### src/sv/obrs_pkg.sv
`timescale 1ns / 1ps

package obrs_pkg;

   // Default sizes of the ring and the search command.
   localparam int DEPTH_DEF   = 64;
   localparam int CMD_MAX_DEF = 8;

   // Fixed field widths.
   localparam int KIND_W  = 3;
   localparam int BYTE_W  = 8;
   localparam int COUNT_W = 7;
   localparam int FILL_W  = 7;
   localparam int CAP_W   = 7;
   localparam int LEN_W   = 4;

   // Configuration port.
   localparam int CSR_IDX_W  = 2;
   localparam int CSR_DATA_W = 64;

   localparam logic [CSR_IDX_W-1:0] CSR_CAPACITY  = 2'd0;
   localparam logic [CSR_IDX_W-1:0] CSR_CMD_BYTES = 2'd1;
   localparam logic [CSR_IDX_W-1:0] CSR_CMD_LEN   = 2'd2;

   // Item kinds.
   localparam logic [KIND_W-1:0] KIND_WRITE = 3'd0;
   localparam logic [KIND_W-1:0] KIND_READ  = 3'd1;
   localparam logic [KIND_W-1:0] KIND_CLEAR = 3'd2;
   localparam logic [KIND_W-1:0] KIND_PEEK  = 3'd3;
   localparam logic [KIND_W-1:0] KIND_FIND  = 3'd4;

   typedef struct packed {
      logic [KIND_W-1:0]  kind;
      logic [BYTE_W-1:0]  data;
      logic [COUNT_W-1:0] count;
   } req_type;

   typedef struct packed {
      logic [BYTE_W-1:0] out_byte;
      logic              ok;
      logic              found;
      logic              empty_res;
      logic              full_res;
      logic [FILL_W-1:0] fill;
      logic              last;
   } rsp_type;

endpackage

### src/sv/overwriting_byte_ring_with_search_top.sv
`timescale 1ns / 1ps
//  Channel   Ports                          Direction  Moves
//  request   req_valid/req_ready/req_data   in         one item: kind, data, count
//  response  rsp_valid/rsp_ready/rsp_data   out        one result item per output
//  csr       csr_we/csr_index/csr_wdata     in         register write, no wait
//
//  Write, clear, unused kinds, an empty read and an empty peek give their result on acceptance;
//  a read waits for the RAM data. A peek issues and then emits each byte in turn, and a find
//  reads every stored byte first: each one passes through the single RAM read port.
//  The response register takes a new result in the cycle its old one leaves.
//  A stalled response holds the sequencer at its next result; nothing is dropped.
//  Reset is synchronous and empties the ring; the slot RAM is not cleared.

module overwriting_byte_ring_with_search_top
   import obrs_pkg::*;
#(
   parameter int DEPTH   = DEPTH_DEF,
   parameter int CMD_MAX = CMD_MAX_DEF
) (
   input  logic                  clock,
   input  logic                  reset,
   input  logic                  req_valid,
   output logic                  req_ready,
   input  req_type               req_data,
   output logic                  rsp_valid,
   input  logic                  rsp_ready,
   output rsp_type               rsp_data,
   input  logic                  csr_we,
   input  logic [CSR_IDX_W-1:0]  csr_index,
   input  logic [CSR_DATA_W-1:0] csr_wdata
);

   localparam int AW  = $clog2(DEPTH);
   localparam int CW  = $clog2(DEPTH + 1);
   localparam int CIW = (CMD_MAX > 1) ? $clog2(CMD_MAX) : 1;

   typedef enum logic [4:0] {
      S_IDLE       = 5'b00001,
      S_READ       = 5'b00010,
      S_PEEK_ISSUE = 5'b00100,
      S_PEEK_DATA  = 5'b01000,
      S_FIND       = 5'b10000
   } state_type;

   state_type                    state_ff, state_in;
   logic [AW-1:0]                wp_ff, wp_in;
   logic [AW-1:0]                rp_ff, rp_in;
   logic                         full_ff, full_in;
   logic [CW-1:0]                cap_ff, cap_in;
   logic [CMD_MAX-1:0][7:0]      cmd_ff, cmd_in;
   logic [LEN_W-1:0]             len_ff, len_in;
   logic [AW-1:0]                scan_ff, scan_in;
   logic [CW-1:0]                remain_ff, remain_in;
   logic [CW-1:0]                issued_ff, issued_in;
   logic [CW-1:0]                seen_ff, seen_in;
   logic                         hit_ff, hit_in;
   logic                         pend_ff, pend_in;
   logic [CMD_MAX-1:0][7:0]      win_ff, win_in;
   logic                         rsp_valid_ff, rsp_valid_in;
   rsp_type                      rsp_data_ff, rsp_data_in;

   logic                         ram_we;
   logic                         ram_re;
   logic [AW-1:0]                ram_raddr;
   logic [7:0]                   ram_rdata;

   logic                         out_free;
   logic                         out_load;
   logic [7:0]                   out_byte_sel;
   logic                         out_ok;
   logic                         out_found;
   logic                         out_last;
   logic [CW-1:0]                fill_cur;
   logic [CW-1:0]                fill_next;
   logic [COUNT_W-1:0]           peek_n;
   logic [CMD_MAX-1:0][7:0]      win_shift;
   logic                         win_match;
   logic [COUNT_W-1:0]           cap_raw;
   logic [LEN_W-1:0]             len_raw;

   // Number of stored bytes for a given pointer state.
   function automatic logic [CW-1:0] fill_of(input logic [AW-1:0] wp,
                                              input logic [AW-1:0] rp,
                                              input logic          full,
                                              input logic [CW-1:0] cap);
      logic [CW-1:0] f;
      if (full) begin
         f = cap;
      end else if (wp >= rp) begin
         f = CW'(wp) - CW'(rp);
      end else begin
         f = cap + CW'(wp) - CW'(rp);
      end
      return f;
   endfunction

   // Advance a ring position, wrapping at the configured capacity.
   function automatic logic [AW-1:0] next_pos(input logic [AW-1:0] p,
                                               input logic [CW-1:0] cap);
      logic [CW-1:0] p1;
      p1 = CW'(p) + CW'(1);
      return (p1 >= cap) ? '0 : p1[AW-1:0];
   endfunction

   obrs_ram #(
      .WIDTH (8),
      .DEPTH (DEPTH)
   ) u_slots (
      .clock (clock),
      .we    (ram_we),
      .waddr (wp_ff),
      .wdata (req_data.data),
      .re    (ram_re),
      .raddr (ram_raddr),
      .rdata (ram_rdata)
   );

   assign out_free  = !rsp_valid_ff || rsp_ready;
   assign req_ready = (state_ff == S_IDLE) && out_free;
   assign rsp_valid = rsp_valid_ff;
   assign rsp_data  = rsp_data_ff;

   assign fill_cur = fill_of(wp_ff, rp_ff, full_ff, cap_ff);
   assign peek_n   = (req_data.count < COUNT_W'(fill_cur)) ? req_data.count
                                                          : COUNT_W'(fill_cur);
   assign cap_raw  = csr_wdata[COUNT_W-1:0];
   assign len_raw  = csr_wdata[LEN_W-1:0];

   // Search window: the newest byte enters at lane zero.
   always_comb begin
      logic [LEN_W-1:0] diff;
      diff      = '0;
      win_shift[0] = ram_rdata;
      for (int m = 1; m < CMD_MAX; m++) begin
         win_shift[m] = win_ff[m-1];
      end
      win_match = (8'(seen_ff) + 8'd1 >= 8'(len_ff));
      for (int m = 0; m < CMD_MAX; m++) begin
         if (LEN_W'(m) < len_ff) begin
            diff = len_ff - LEN_W'(m) - LEN_W'(1);
            if (win_shift[m] != cmd_ff[diff[CIW-1:0]]) begin
               win_match = 1'b0;
            end
         end
      end
   end

   // Sequencer, ring pointers and configuration registers.
   always_comb begin
      state_in     = state_ff;
      wp_in        = wp_ff;
      rp_in        = rp_ff;
      full_in      = full_ff;
      cap_in       = cap_ff;
      cmd_in       = cmd_ff;
      len_in       = len_ff;
      scan_in      = scan_ff;
      remain_in    = remain_ff;
      issued_in    = issued_ff;
      seen_in      = seen_ff;
      hit_in       = hit_ff;
      pend_in      = pend_ff;
      win_in       = win_ff;
      ram_we       = 1'b0;
      ram_re       = 1'b0;
      ram_raddr    = rp_ff;
      out_load     = 1'b0;
      out_byte_sel = '0;
      out_ok       = 1'b0;
      out_found    = 1'b0;
      out_last     = 1'b1;

      unique case (state_ff)
         S_IDLE: begin
            if (req_valid && req_ready) begin
               unique case (req_data.kind)
                  KIND_WRITE: begin
                     ram_we = 1'b1;
                     wp_in  = next_pos(wp_ff, cap_ff);
                     if (full_ff) begin
                        rp_in = next_pos(rp_ff, cap_ff);
                     end
                     full_in  = (wp_in == rp_in);
                     out_load = 1'b1;
                  end
                  KIND_READ: begin
                     if (fill_cur == '0) begin
                        out_load = 1'b1;
                     end else begin
                        ram_re    = 1'b1;
                        ram_raddr = rp_ff;
                        rp_in     = next_pos(rp_ff, cap_ff);
                        full_in   = 1'b0;
                        state_in  = S_READ;
                     end
                  end
                  KIND_CLEAR: begin
                     wp_in    = '0;
                     rp_in    = '0;
                     full_in  = 1'b0;
                     out_load = 1'b1;
                  end
                  KIND_PEEK: begin
                     if (peek_n == '0) begin
                        out_load = 1'b1;
                     end else begin
                        remain_in = CW'(peek_n);
                        scan_in   = rp_ff;
                        state_in  = S_PEEK_ISSUE;
                     end
                  end
                  KIND_FIND: begin
                     scan_in   = rp_ff;
                     issued_in = '0;
                     seen_in   = '0;
                     hit_in    = 1'b0;
                     pend_in   = 1'b0;
                     state_in  = S_FIND;
                  end
                  default: begin
                     out_load = 1'b1;
                  end
               endcase
            end
         end
         S_READ: begin
            if (out_free) begin
               out_load     = 1'b1;
               out_byte_sel = ram_rdata;
               out_ok       = 1'b1;
               state_in     = S_IDLE;
            end
         end
         S_PEEK_ISSUE: begin
            ram_re    = 1'b1;
            ram_raddr = scan_ff;
            scan_in   = next_pos(scan_ff, cap_ff);
            state_in  = S_PEEK_DATA;
         end
         S_PEEK_DATA: begin
            if (out_free) begin
               out_load     = 1'b1;
               out_byte_sel = ram_rdata;
               out_ok       = 1'b1;
               out_last     = (remain_ff == CW'(1));
               remain_in    = remain_ff - CW'(1);
               state_in     = (remain_ff == CW'(1)) ? S_IDLE : S_PEEK_ISSUE;
            end
         end
         S_FIND: begin
            // Stream the stored bytes oldest first through the window.
            pend_in = 1'b0;
            if (issued_ff != fill_cur) begin
               ram_re    = 1'b1;
               ram_raddr = scan_ff;
               scan_in   = next_pos(scan_ff, cap_ff);
               issued_in = issued_ff + CW'(1);
               pend_in   = 1'b1;
            end
            if (pend_ff) begin
               win_in  = win_shift;
               seen_in = seen_ff + CW'(1);
               if (win_match) begin
                  hit_in = 1'b1;
               end
            end else if (issued_ff == fill_cur && out_free) begin
               out_load  = 1'b1;
               out_found = hit_ff;
               state_in  = S_IDLE;
            end
         end
         default: begin
            state_in = S_IDLE;
         end
      endcase

      // Register writes; a capacity write also empties the ring.
      if (csr_we) begin
         unique case (csr_index)
            CSR_CAPACITY: begin
               if (cap_raw == '0) begin
                  cap_in = CW'(1);
               end else if (cap_raw > COUNT_W'(DEPTH)) begin
                  cap_in = CW'(DEPTH);
               end else begin
                  cap_in = cap_raw[CW-1:0];
               end
               wp_in   = '0;
               rp_in   = '0;
               full_in = 1'b0;
            end
            CSR_CMD_BYTES: begin
               cmd_in = csr_wdata[CMD_MAX*8-1:0];
            end
            CSR_CMD_LEN: begin
               if (len_raw == '0) begin
                  len_in = LEN_W'(1);
               end else if (len_raw > LEN_W'(CMD_MAX)) begin
                  len_in = LEN_W'(CMD_MAX);
               end else begin
                  len_in = len_raw;
               end
            end
            default: begin
            end
         endcase
      end
   end

   // Result item: status is taken from the state after this item.
   assign fill_next = fill_of(wp_in, rp_in, full_in, cap_in);

   always_comb begin
      rsp_data_in           = rsp_data_ff;
      rsp_valid_in          = rsp_valid_ff && !rsp_ready;
      if (out_load) begin
         rsp_valid_in          = 1'b1;
         rsp_data_in.out_byte  = out_byte_sel;
         rsp_data_in.ok        = out_ok;
         rsp_data_in.found     = out_found;
         rsp_data_in.empty_res = (fill_next == '0);
         rsp_data_in.full_res  = full_in;
         rsp_data_in.fill      = FILL_W'(fill_next);
         rsp_data_in.last      = out_last;
      end
   end

   always_ff @(posedge clock) begin
      if (reset) begin
         state_ff     <= S_IDLE;
         wp_ff        <= '0;
         rp_ff        <= '0;
         full_ff      <= 1'b0;
         cap_ff       <= CW'(DEPTH);
         cmd_ff       <= '0;
         len_ff       <= LEN_W'(1);
         pend_ff      <= 1'b0;
         rsp_valid_ff <= 1'b0;
      end else begin
         state_ff     <= state_in;
         wp_ff        <= wp_in;
         rp_ff        <= rp_in;
         full_ff      <= full_in;
         cap_ff       <= cap_in;
         cmd_ff       <= cmd_in;
         len_ff       <= len_in;
         pend_ff      <= pend_in;
         rsp_valid_ff <= rsp_valid_in;
      end
      scan_ff     <= scan_in;
      remain_ff   <= remain_in;
      issued_ff   <= issued_in;
      seen_ff     <= seen_in;
      hit_ff      <= hit_in;
      win_ff      <= win_in;
      rsp_data_ff <= rsp_data_in;
   end

   // A full ring has its two pointers together.
   assert property (@(posedge clock) disable iff (reset) full_ff |-> (wp_ff == rp_ff))
      else $error("full flag set with pointers apart");

   // Both pointers stay inside the configured capacity.
   assert property (@(posedge clock) disable iff (reset)
                    (CW'(wp_ff) < cap_ff) && (CW'(rp_ff) < cap_ff))
      else $error("ring pointer beyond capacity");

   // A result that is not the last of its item only comes from a peek.
   assert property (@(posedge clock) disable iff (reset)
                    (rsp_valid_ff && !rsp_data_ff.last) |->
                    (state_ff == S_PEEK_ISSUE || state_ff == S_PEEK_DATA))
      else $error("non-final result outside a peek");

   // A hit needs at least as many stored bytes as the command holds.
   assert property (@(posedge clock) disable iff (reset)
                    (rsp_valid_ff && rsp_data_ff.found) |->
                    (8'(rsp_data_ff.fill) >= 8'(len_ff)))
      else $error("found reported on a ring shorter than the command");

endmodule

### src/sv/obrs_ram.sv
`timescale 1ns / 1ps

module obrs_ram #(
   parameter int WIDTH = 8,
   parameter int DEPTH = 64
) (
   input  logic                     clock,
   input  logic                     we,
   input  logic [$clog2(DEPTH)-1:0] waddr,
   input  logic [WIDTH-1:0]         wdata,
   input  logic                     re,
   input  logic [$clog2(DEPTH)-1:0] raddr,
   output logic [WIDTH-1:0]         rdata
);

   logic [WIDTH-1:0] mem [DEPTH];

   // One write port and one registered read port; read data holds between reads.
   always_ff @(posedge clock) begin
      if (we) begin
         mem[waddr] <= wdata;
      end
      if (re) begin
         rdata <= mem[raddr];
      end
   end

endmodule
### config.mk
export PLATFORM = sky130hd
export DESIGN_NAME = overwriting_byte_ring_with_search_top
export DESIGN_NICKNAME = d
export VERILOG_FILES = /design/src/sv/obrs_pkg.sv /design/src/sv/overwriting_byte_ring_with_search_top.sv /design/src/sv/obrs_ram.sv
export SDC_FILE = /design/constraint.sdc
export NUM_CORES = 1
export LEC_CHECK = 0
export BUFFER_PORTS_ARGS = -buffer_cell sky130_fd_sc_hd__buf_2
export CAP_MARGIN = 15
export CORE_MARGIN = 2
export CORE_UTILIZATION = 41
export DETAILED_ROUTE_END_ITERATION = 12
export GPL_ROUTABILITY_DRIVEN = 0
export PLACE_DENSITY_LB_ADDON = 0.3
export REMOVE_ABC_BUFFERS = 1
export SYNTH_ARGS = -nofsm -noshare
export SYNTH_HDL_FRONTEND = slang
export SYNTH_SLANG_ARGS = --single-unit
### constraint.sdc
create_clock -name clock -period 7.52 [get_ports clock]
set_input_delay 0.752 -clock clock [delete_from_list [all_inputs] [get_ports clock]]
set_output_delay 0.752 -clock clock [all_outputs]
set_load 0.02 [all_outputs]
### Yosys cells after proc, flatten, opt, wreduce, memory -nomap -nowiden

Memory sizes are Yosys's and may differ from the RTL's. A register that Yosys moved wholly into a read port is not among the register bits.
Index checks and enable logic that the tools add are counted.

| operators by class | value |
|---|---|
| add/subtract/negate cells | 27 |
| order comparisons | 25 |
| equality and inequality tests | 38 |
| multiplexer cells | 120 |
| bitwise gates (word level) | 2 |
| reduce and logical (&&, ||, !) cells | 31 |

Operators with widths:

| operator | number |
|---|---|
| $bmux 8 s3 | 8 |
| $mux 6 | 20 |
| $mux 7 | 17 |
| $mux 8 | 8 |
| $ne 8x8->1 | 8 |
| $pmux 7 s2 | 3 |
| $mux 1 | 41 |
| $pmux 6 s2 | 3 |
| $pmux 6 s3 | 2 |
| $mux 5 | 7 |
| $lt 3x4->1 const B | 8 |
| $logic_not 7->1 | 4 |
| $pmux 5 s5 | 1 |
| $sub 3x1->3 const B | 8 |
| $add 6x1->7 const B | 3 |
| $ge 7x7->1 | 3 |
| $lt 3x4->1 const A | 4 |
| $ne 2x2->1 const B | 8 |
| $pmux 5 s3 | 1 |
| $reduce_and 5->1 | 3 |
| $add 7x1->7 const B | 2 |
| $add 7x6->7 | 2 |
| $sub 6x6->7 | 2 |
| $sub 7x6->7 | 2 |
| 48 further kinds | 75 |

| word-level totals | value |
|---|---|
| bits in registers | 199 |
| RAM bits | 512 |
| input bits | 89 |
| output and inout bits | 22 |
| logic and storage cells | 279 |
| memories kept | 1 |

Memories:

| name | words | bits a word | rd ports | clocked after memory_dff | write ports | RTL line | RTL |
|---|---|---|---|---|---|---|---|
| u_slots.mem | 64 | 8 | 1 | 1 | 1 | obrs_ram.sv:16 | `logic [WIDTH-1:0] mem [DEPTH];` |

### Depth between registers and ports, before layout

Gate-level depths: netlist (run 1).

| depth | value |
|---|---|
| depth in word-level cells | 23 |
| depth in mapped cells | 31 |
| depth with buffers taken out | 30 |

### Modules after synthesis

A second synthesis (run 1) with hierarchy kept.

| second synthesis, totals | value |
|---|---|
| cell total of the unflattened synthesis | 2,639 |
| area total of the unflattened synthesis | 35,283.8 sq um |

By module, submodules not included:

| module | instances | cells an instance | area each (sq um) | seq. area each (sq um) |
|---|---|---|---|---|
| obrs_ram | 1 | 972 | 20,270.7 | 15,615.0 |
| overwriting_byte_ring_with_search_top | 1 | 1,667 | 15,013.1 | 5,024.8 |

### Worst setup path after synthesis (run 1)

No wires, ideal clock.

| timing | value |
|---|---|
| path type | register -> register |
| start point | register wp_ff[1] |
| end point | register rsp_data_ff, in the netlist rsp_data[6] (data pin) |
| library setup time | 0.260 ns |
| arrival | 5.698 ns |
| data required time | 7.260 ns |
| setup slack | 1.562 ns |
| stages on the path, launching flop included | 25 |
| path buffers | 2 |
| period minus slack after synthesis | 5.958 ns |
| path through | dfxtp_1 > clkbuf_1 > inv_1 > fa_1 > inv_1 > ha_1 > a211oi_1 > o21ai_0 > a211oi_1 > o41ai_1 > nor4_1 > nand4_1 > o31ai_1 > a22o_1 > nand2_1 > ha_1 > a21o_1 > a21o_1 > a21o_1 > a21o_1 > a21oi_1 > and2_1 > clkbuf_1 > o21ai_0 > mux2_2 |

| between the ends | value |
|---|---|
| word-level cells in the longest chain between the ends | 14 |
| elaborated cells on any way between the ends | 34 |
| classes of those cells | 7 x add/sub; 3 x order compare; 1 x eq/ne; 22 x mux; 1 x reduce/logical |

Ends and longest elaborated chain:

| what | RTL line | RTL |
|---|---|---|
| from (decl) | overwriting_byte_ring_with_search_top.sv:46 | `logic [AW-1:0] wp_ff, wp_in;` |
| from (signal assigned) | overwriting_byte_ring_with_search_top.sv:341 | `wp_ff <= wp_in;` |
| branches (longest 13 deep; another with $add 6x1->7) | n/a |  |
| $mux 7 (*) | overwriting_byte_ring_with_search_top.sv:87 | `if (full) begin` |
| named net fill_next[5] | overwriting_byte_ring_with_search_top.sv:74 | `logic [CW-1:0] fill_next;` |
| to (signal assigned) | overwriting_byte_ring_with_search_top.sv:356 | `rsp_data_ff <= rsp_data_in;` |
| to (decl) | overwriting_byte_ring_with_search_top.sv:60 | `rsp_type rsp_data_ff, rsp_data_in;` |

Mark *: on every way through the listed nets, which the timed path passes.
A chain may end at the register's enable or synchronous reset.

### Final worst setup path (run 1)

| timing | value |
|---|---|
| start point | register wp_ff[1] |
| end point | register rsp_data_ff, in the netlist rsp_data[9] (data pin) |

| between the ends | value |
|---|---|
| word-level cells in the longest chain between the ends | 15 |
| elaborated cells on any way between the ends | 35 |
| classes of those cells | 7 x add/sub; 3 x order compare; 1 x eq/ne; 22 x mux; 2 x reduce/logical |

Ends and longest elaborated chain:

| what | RTL line | RTL |
|---|---|---|
| branches (longest 13 deep; another with $add 6x1->7) | n/a |  |
| $mux 7 (*) | overwriting_byte_ring_with_search_top.sv:87 |  |
| $logic_not 7->1 (*) | overwriting_byte_ring_with_search_top.sv:321 | `rsp_data_in.empty_res = (fill_next == '0);` |

Every way passes the cells marked *.

==> results.md, run 1 <==
- Max Clock Skew: 0.0704 ns
- Hold Crit Class: input port to flop
- Initial Util: 41.4%
- Crit-path max FO: 11
- Synth Register Bits: 719
- Setup bufs post-CTS: 0
- Synth cell types: 80
- Post-synth EDFFs: 624
- Fmax: 147 MHz
- Vias in the first global route: 23300
- Synth Warn #: 0
- Num CTS Buffers: 78
- Max-Cap Viols: 0
- Post-route ant nets: 0
- CTS tree: built
- Die W: 295 microns
- DRC Markers: 0
- Setup tns final: 0 ns
- Critical Path End Type: flop
- Area Overhead vs Synth: 13.0%
- CP arrival: 7.15 ns
- DR WL/cell: 22.9 microns
- RSZ-0062 raised after global routing: false
- Final setup vio count: 0
- Synthesized cell area: 34600 sq um
- Initial antenna violation count: 0
- Core Rows: 106
- Worst Tran Pin Value: 1.13 ns
- Reg clk slew, reported paths: 0.07 ns
- Layout cells sized above 1: 13.1%
- Die Area: 86800 sq um
- CP required: 7.88 ns
- Antenna cell count: 0
- Aggregate global routing overflow: 0
- Pre-CTS setup slack: 0.898 ns
- First-pass GRT wire length: 142000 microns
- Crit path launch type: flop
- CTS Sinks: 719
- Root buf cell: clkbuf_16
- Fin. Hold Viols: 0
- Slew HR: 24.4%
- Cts repair resizes: 0
- Total GRT Usage: 21.4%
- Asr flop ratio synth: 0%
- I/O Pins: 111
- Longest Clk Path Bufs: 3
- Leak: 13.8 nW
- Status: completed
- Mapped Cells: 2876
- Pin count of the biggest net entering global routing: 82
- Core Area: 83600 sq um
- Number of nets in the layout: 3121
- Routed wire length: 93700 microns
- Final worst slack: 0.720 ns
- # H-tree levels: 3
- Max IR drop VDD: 199 uV
- Synthesized area per cell: 12.0 sq um
- Post-synthesis sequential area ratio: 59.6%
- Post-CTS Hold Fix Bufs: 0
- Top FF cell, synth: edfxtp_1
- Vias per cell: 5.83
- Initial DRT Pass Iterations: 7
- Power Density: 234 nW/um^2
- Skew-Pair Late Insertion Delay: 0.66 ns
- DR vias: 23900
- Final Max Slew Viols: 0
- HPWL Detailed: 60800 microns
- Final Cycle Share: 90.4%
- Crit path kind: flop to flop
- Die H: 295 microns
- Number of DRC markers in iteration 0: 2497
- IO buf count: 110
- Min Tclk post-route: 6.80 ns
-- sequential cells by signal, indices dropped and copies added (netlist names) --
name           count
u_slots.rdata      8
seen_ff            7
wp_ff              6
hit_ff             1
pend_ff            1
rp_ff              6
issued_ff          7
scan_ff            6
rsp_valid          1
win_ff            56
u_slots.mem      512
len_ff             4
remain_ff          7
rsp_data          20
cmd_ff            64
cap_ff             7
full_ff            1
state_ff           5
-- stage by stage --
step	hold WS (ns)	util [%]	instance area (sq um)	instances	power [mW]
after floorplan	0.448	-	33900	2719	4.91
after global placement	0.452	43.5	36300	3950	5.16
after detailed placement	0.458	43.5	36300	3950	5.18
after CTS	0.301	46.8	39100	4096	9.19
after global routing	0.316	46.8	39100	4098	9.41
final	0.332	46.8	39100	4098	9.14
-- area by class of cell --
type,count,area (sq um)
repair buffers,153,983
fillers,7386,44500
multi-input cells,1933,13100
inverters,67,251
flip-flops and latches,719,20600
clock buffers,93,2100
well taps,1080,1350
clock inverters,53,656
-- power breakdown --
group          leakage (nW)  switching, mW  internal (mW)
sequential             6.39         0.0604           4.40
clock                  1.33           1.67           2.35
combinational          6.10          0.418          0.232
total                  13.8           2.15           6.99
-- per-layer routing --
layer,track usage [%],wire [microns]
met1,30.1,39700
met2,34.3,43800
met3,3.04,7310
met4,6.99,2820
met5,0,0
-- cells by family (layout without fill, tap and decap cells) --
| group | Yosys count | after routing | synth area share [%] |
|---|---|---|---|
| xor+xnor | 127 | 127 | 3.25 |
| simple gates | 1125 | 1125 | 14.2 |
| flops | 719 | 719 | 59.6 |
| mux | 242 | 242 | 9.98 |
| compound gates | 359 | 359 | 7.05 |
| buf+inv | 224 | 366 | 2.70 |
| fa+ha+maj | 80 | 80 | 3.20 |
-- worst max-delay path, cell delays in order (launching register included) --
cell and delay (ns):
dfxtp_1 0.55, inv_1 0.17, fa_1 0.51, inv_1 0.07, ha_1 0.27, a211oi_1 0.32, o21ai_0 0.17, a211oi_1 0.34
o41ai_1 0.18, nor4_1 0.26, nand4_1 0.28, o31ai_1 0.73, a22o_1 0.25, nand2_1 0.14, fa_1 0.54, fa_1 0.47
a21o_1 0.18, a21oi_1 0.24, o21bai_1 0.09, a21oi_1 0.20, xnor2_1 0.14, nand2_1 0.07, o31ai_1 0.10, nand4b_1 0.16
mux2i_1 0.08
-- worst paths after layout --
check	startpoint	endpoint	slack, ns	depth (start not counted)
setup / recovery	wp_ff[1]	rsp_data[9]	0.72	24
hold / removal	csr_wdata[36]	cmd_ff[36]	0.33	3
setup reg to reg	wp_ff[1]	rsp_data[9]	0.72	24
hold reg to reg	win_ff[1]	win_ff[9]	0.42	0
-- Yosys cell counts, types with 16 or more instances --
cell      number  area (sq um)
clkbuf_1     100           375
o21ai_0       37           185
nand3_1      164           821
buf_2         32           160
inv_1         63           236
nand2_1      611          2290
edfxtp_1     624         18700
nand4_1       44           275
nor2b_1       16           100
mux4_2        80          1800
nand2b_1      18           113
nor2_1       159           597
nor3_1        36           180
o21a_1        16           120
mux2i_1      149          1490
nor4_1        16           100
ha_1          66           826
dfxtp_1       95          1900
a21oi_1      111           556
a32oi_1       64           561
a31oi_1       35           219
xnor2_1       84           736
xor2_1        42           368
-- layout by cell type (no fill, tap or decap), types with 7 or more instances in the layout --
| cell | netlist | final |
|---|---|---|
| edfxtp_1 | 624 | 624 |
| nand2_1 | 611 | 611 |
| nand3_1 | 164 | 163 |
| nor2_1 | 159 | 158 |
| mux2i_1 | 149 | 148 |
| a21oi_1 | 111 | 111 |
| buf_2 | 32 | 109 |
| dfxtp_1 | 95 | 93 |
| xnor2_1 | 84 | 82 |
| clkbuf_16 | 0 | 82 |
| mux4_2 | 80 | 80 |
| ha_1 | 66 | 66 |
| a32oi_1 | 64 | 64 |
| inv_1 | 63 | 62 |
| nand4_1 | 44 | 44 |
| xor2_1 | 42 | 42 |
| nor3_1 | 36 | 36 |
| o21ai_0 | 37 | 36 |
| a31oi_1 | 35 | 35 |
| buf_4 | 6 | 35 |
| nand2b_1 | 18 | 18 |
| clkinv_1 | 1 | 16 |
| o21a_1 | 16 | 16 |
| nor2b_1 | 16 | 16 |
| nor4_1 | 16 | 16 |
| a21o_1 | 15 | 15 |
| and2_1 | 15 | 15 |
| fa_1 | 14 | 14 |
| clkinv_2 | 0 | 12 |
| a22oi_1 | 11 | 11 |
| nor3b_1 | 10 | 10 |
| clkbuf_1 | 100 | 10 |
| bufinv_16 | 0 | 9 |
| a22o_1 | 8 | 8 |
| mux2_2 | 7 | 8 |
| buf_12 | 0 | 8 |
| or2_2 | 7 | 7 |
(Power assumes the default switching activity.)
==> run 2, diff against run 1 <==
Settings changed: CORE_MARGIN 2 to unset, CTS_BUF_LIST set to sky130_fd_sc_hd__clkbuf_16.
Clock period 7.52 ns to 6.4 ns, I/O delays scaled along.
==> run 2 against run 1 <==
  * Wire length decreased by 1.2%
  * Via count about the same
  * Core utilization increased by 0.054 points
  * Highest routed layer unchanged
  * Critical endpoint unchanged
==> results.md, run 2 (synthesis results as in run 1) <==
- Slew HR: 25.1% (+0.73 points)
- Max-Cap Viols: 0 (unchanged)
- Area post-placement: 36500 sq um (+0.58%)
- R2R Path Start: cap_ff[3]
- Layout cells sized above 1: 13.8% (+0.70 points)
- Initial antenna violation count: 0 (unchanged)
- CP bufs+invs: 3 (+1)
- GR met3 Demand/Resource: 3.08% (+0.042 points)
- Final worst slack: 0.243 ns (-0.477 ns)
- Delay-heaviest family, CP: adder cells
- Max IR drop VDD: 229 uV (+15%)
- Core Area: 83600 sq um (unchanged)
- Pre-CTS setup slack: 0.215 ns (-0.683 ns)
- Number of nets in the layout: 3148 (+0.87%)
- Reg clk slew, reported paths: 0.06 ns (about the same)
- Initial Util: 41.4% (unchanged)
- Initial DRT Pass Iterations: 6 (-1)
- Number of DRC markers in iteration 0: 2275 (-8.9%)
- Worst Tran Pin Value: 1.12 ns (-0.00562 ns)
- HPWL Detailed: 60400 microns (-0.62%)
- Hold Crit Class: input port to flop
- Largest register FFs: 512 (unchanged)
- Finished layout cell area: 39100 sq um (+0.12%)
- Longest Clk Path Bufs: 3 (unchanged)
- CP arrival: 6.50 ns (-0.65 ns)
- Commonest cells after routing, fill and taps aside: edfxtp_1 (624), nand2_1 (610), nand3_1 (163)
- Die H: 293 microns (-0.68%)
- CP required: 6.74 ns (-1.14 ns)
- Final Max Slew Viols: 0 (unchanged)
- Num CTS Buffers: 77 (-1.3%)
- DR WL/cell: 22.5 microns (-1.7%)
- Most flop-heavy register: u_slots.mem
- Skew-Pair Late Insertion Delay: 0.64 ns (-0.02 ns)
- Crit path launch type: flop
- Tot Pwr: 10.5 mW (+14%)
- Fin. Hold Viols: 0 (unchanged)
- Min Tclk post-route: 6.16 ns (-0.643 ns)
- Met2 usage: 34.8% (+0.43 points)
- Grt peak-use layer: met2
- Pin count of the biggest net entering global routing: 100 (+22%)
- Slowest CP cell: fa_1
- Met1 Track Usage GR: 29.9% (-0.19 points)
- Commonest non-fill, non-tap cell in the layout: edfxtp_1
- Root buf cell: clkbuf_16
- Crit-path max FO: 5 (-6)
- Setup tns final: 0 ns (unchanged)
- Area Overhead vs Synth: 13.1%
- Antenna cell count: 0 (unchanged)
- Critical path's largest stage delay: 0.53 ns (-0.20 ns)
- Final setup vio count: 0 (unchanged)
- DR vias: 23900 (-0.067%)
- Final Non-Filler Cells: 4118 (+0.49%)
- Post-CTS Hold Fix Bufs: 0 (unchanged)
- Core Rows: 106 (unchanged)
- Max Clock Skew: 0.0271 ns (-0.0433 ns)
- Crit path kind: flop to flop
- CTS Sinks: 719 (unchanged)
- Status: completed
- Fmax: 162 MHz (+10%)
- Biggest regs: u_slots.mem (512), cmd_ff (64), win_ff (56)
- First-pass GRT wire length: 140000 microns (-1.3%)
- # H-tree levels: 3 (unchanged)
- Vias in the first global route: 23200 (-0.22%)
- IO buf count: 110 (unchanged)
- Post-route ant nets: 0 (unchanged)
- Hold Path Origin: csr_wdata[26]
- Final Cycle Share: 96.2% (+5.8 points)
- I/O Pins: 111 (unchanged)
- Placed cell count: 3978 (+0.71%)
- Die W: 293 microns (-0.68%)
- DRC Markers: 0 (unchanged)
- Die Area: 85600 sq um (-1.4%)
- CP dominant cell by count: fa_1
- CTS tree: built
- CP startpoint: cap_ff[3]
- Critical Path End Type: flop
- Power Density: 267 nW/um^2 (+14%)
- Vias per cell: 5.80 (-0.55%)
- Final Hold Slack: 0.253 ns (-0.0783 ns)
- Leak: 14.0 nW (+1.0%)
- Routed wire length: 92500 microns (-1.2%)
- Aggregate global routing overflow: 0 (unchanged)
- Total GRT Usage: 21.4% (-0.053 points)
- Final core occ: 46.8% (+0.054 points)
## run 2: cell count changes in the layout (fill, tap and decap cells not counted), sizes merged
cell      change
buf          +28
bufinv        -1
clkinvlp      -4
inv          +15
clkbuf       -13
clkinv        -5
## run 2: power by group
group | switching, mW | internal, mW
combinational | 0.496 | 0.274
sequential | 0.0647 | 5.17
clock | 1.85 | 2.60
## run 2: routing by layer
layer	vias to the layer above	part of all wire (%)
li1	10800	-
met1	11900	43
met2	1004	47
met3	153	7.4
met4	0	2.6
met5	-	0
## run 2: layout make-up
type                       count  area [sq um]
clock inverter                58           547
tap                         1080          1350
multi-input combinational   1933         13200
clock buffer                  80          2000
timing repair buffer         181          1190
fill                        7411         44400
inverter                      67           251
sequential                   719         20600
## run 2: final timing paths
kind	end	slack, ns	depth (start not counted)
hold reg to reg	win_ff[31]	0.47	0
setup / recovery	rsp_data[9]	0.24	27
setup reg to reg	rsp_data[9]	0.24	27
hold / removal	cmd_ff[26]	0.25	3
## run 2: worst reg2reg max path: cells and delay by family, from the launching register on
| kind | cells | cell delay [ns] |
|---|---|---|
| adders and majority gates | 4 | 1.86 |
| and+or+nand+nor | 8 | 1.50 |
| AOI/OAI and AO/OA | 10 | 1.46 |
| DFF | 1 | 0.48 |
| buffers and inverters | 3 | 0.38 |
| xor gates and xnor gates | 1 | 0.14 |
| muxes | 1 | 0.07 |
## run 2: timing repair
item                                    4_1_cts  5_1_grt
gates resized for setup                       0       14
endpoints found under the setup margin        0        7
setup buffers                                 0        0
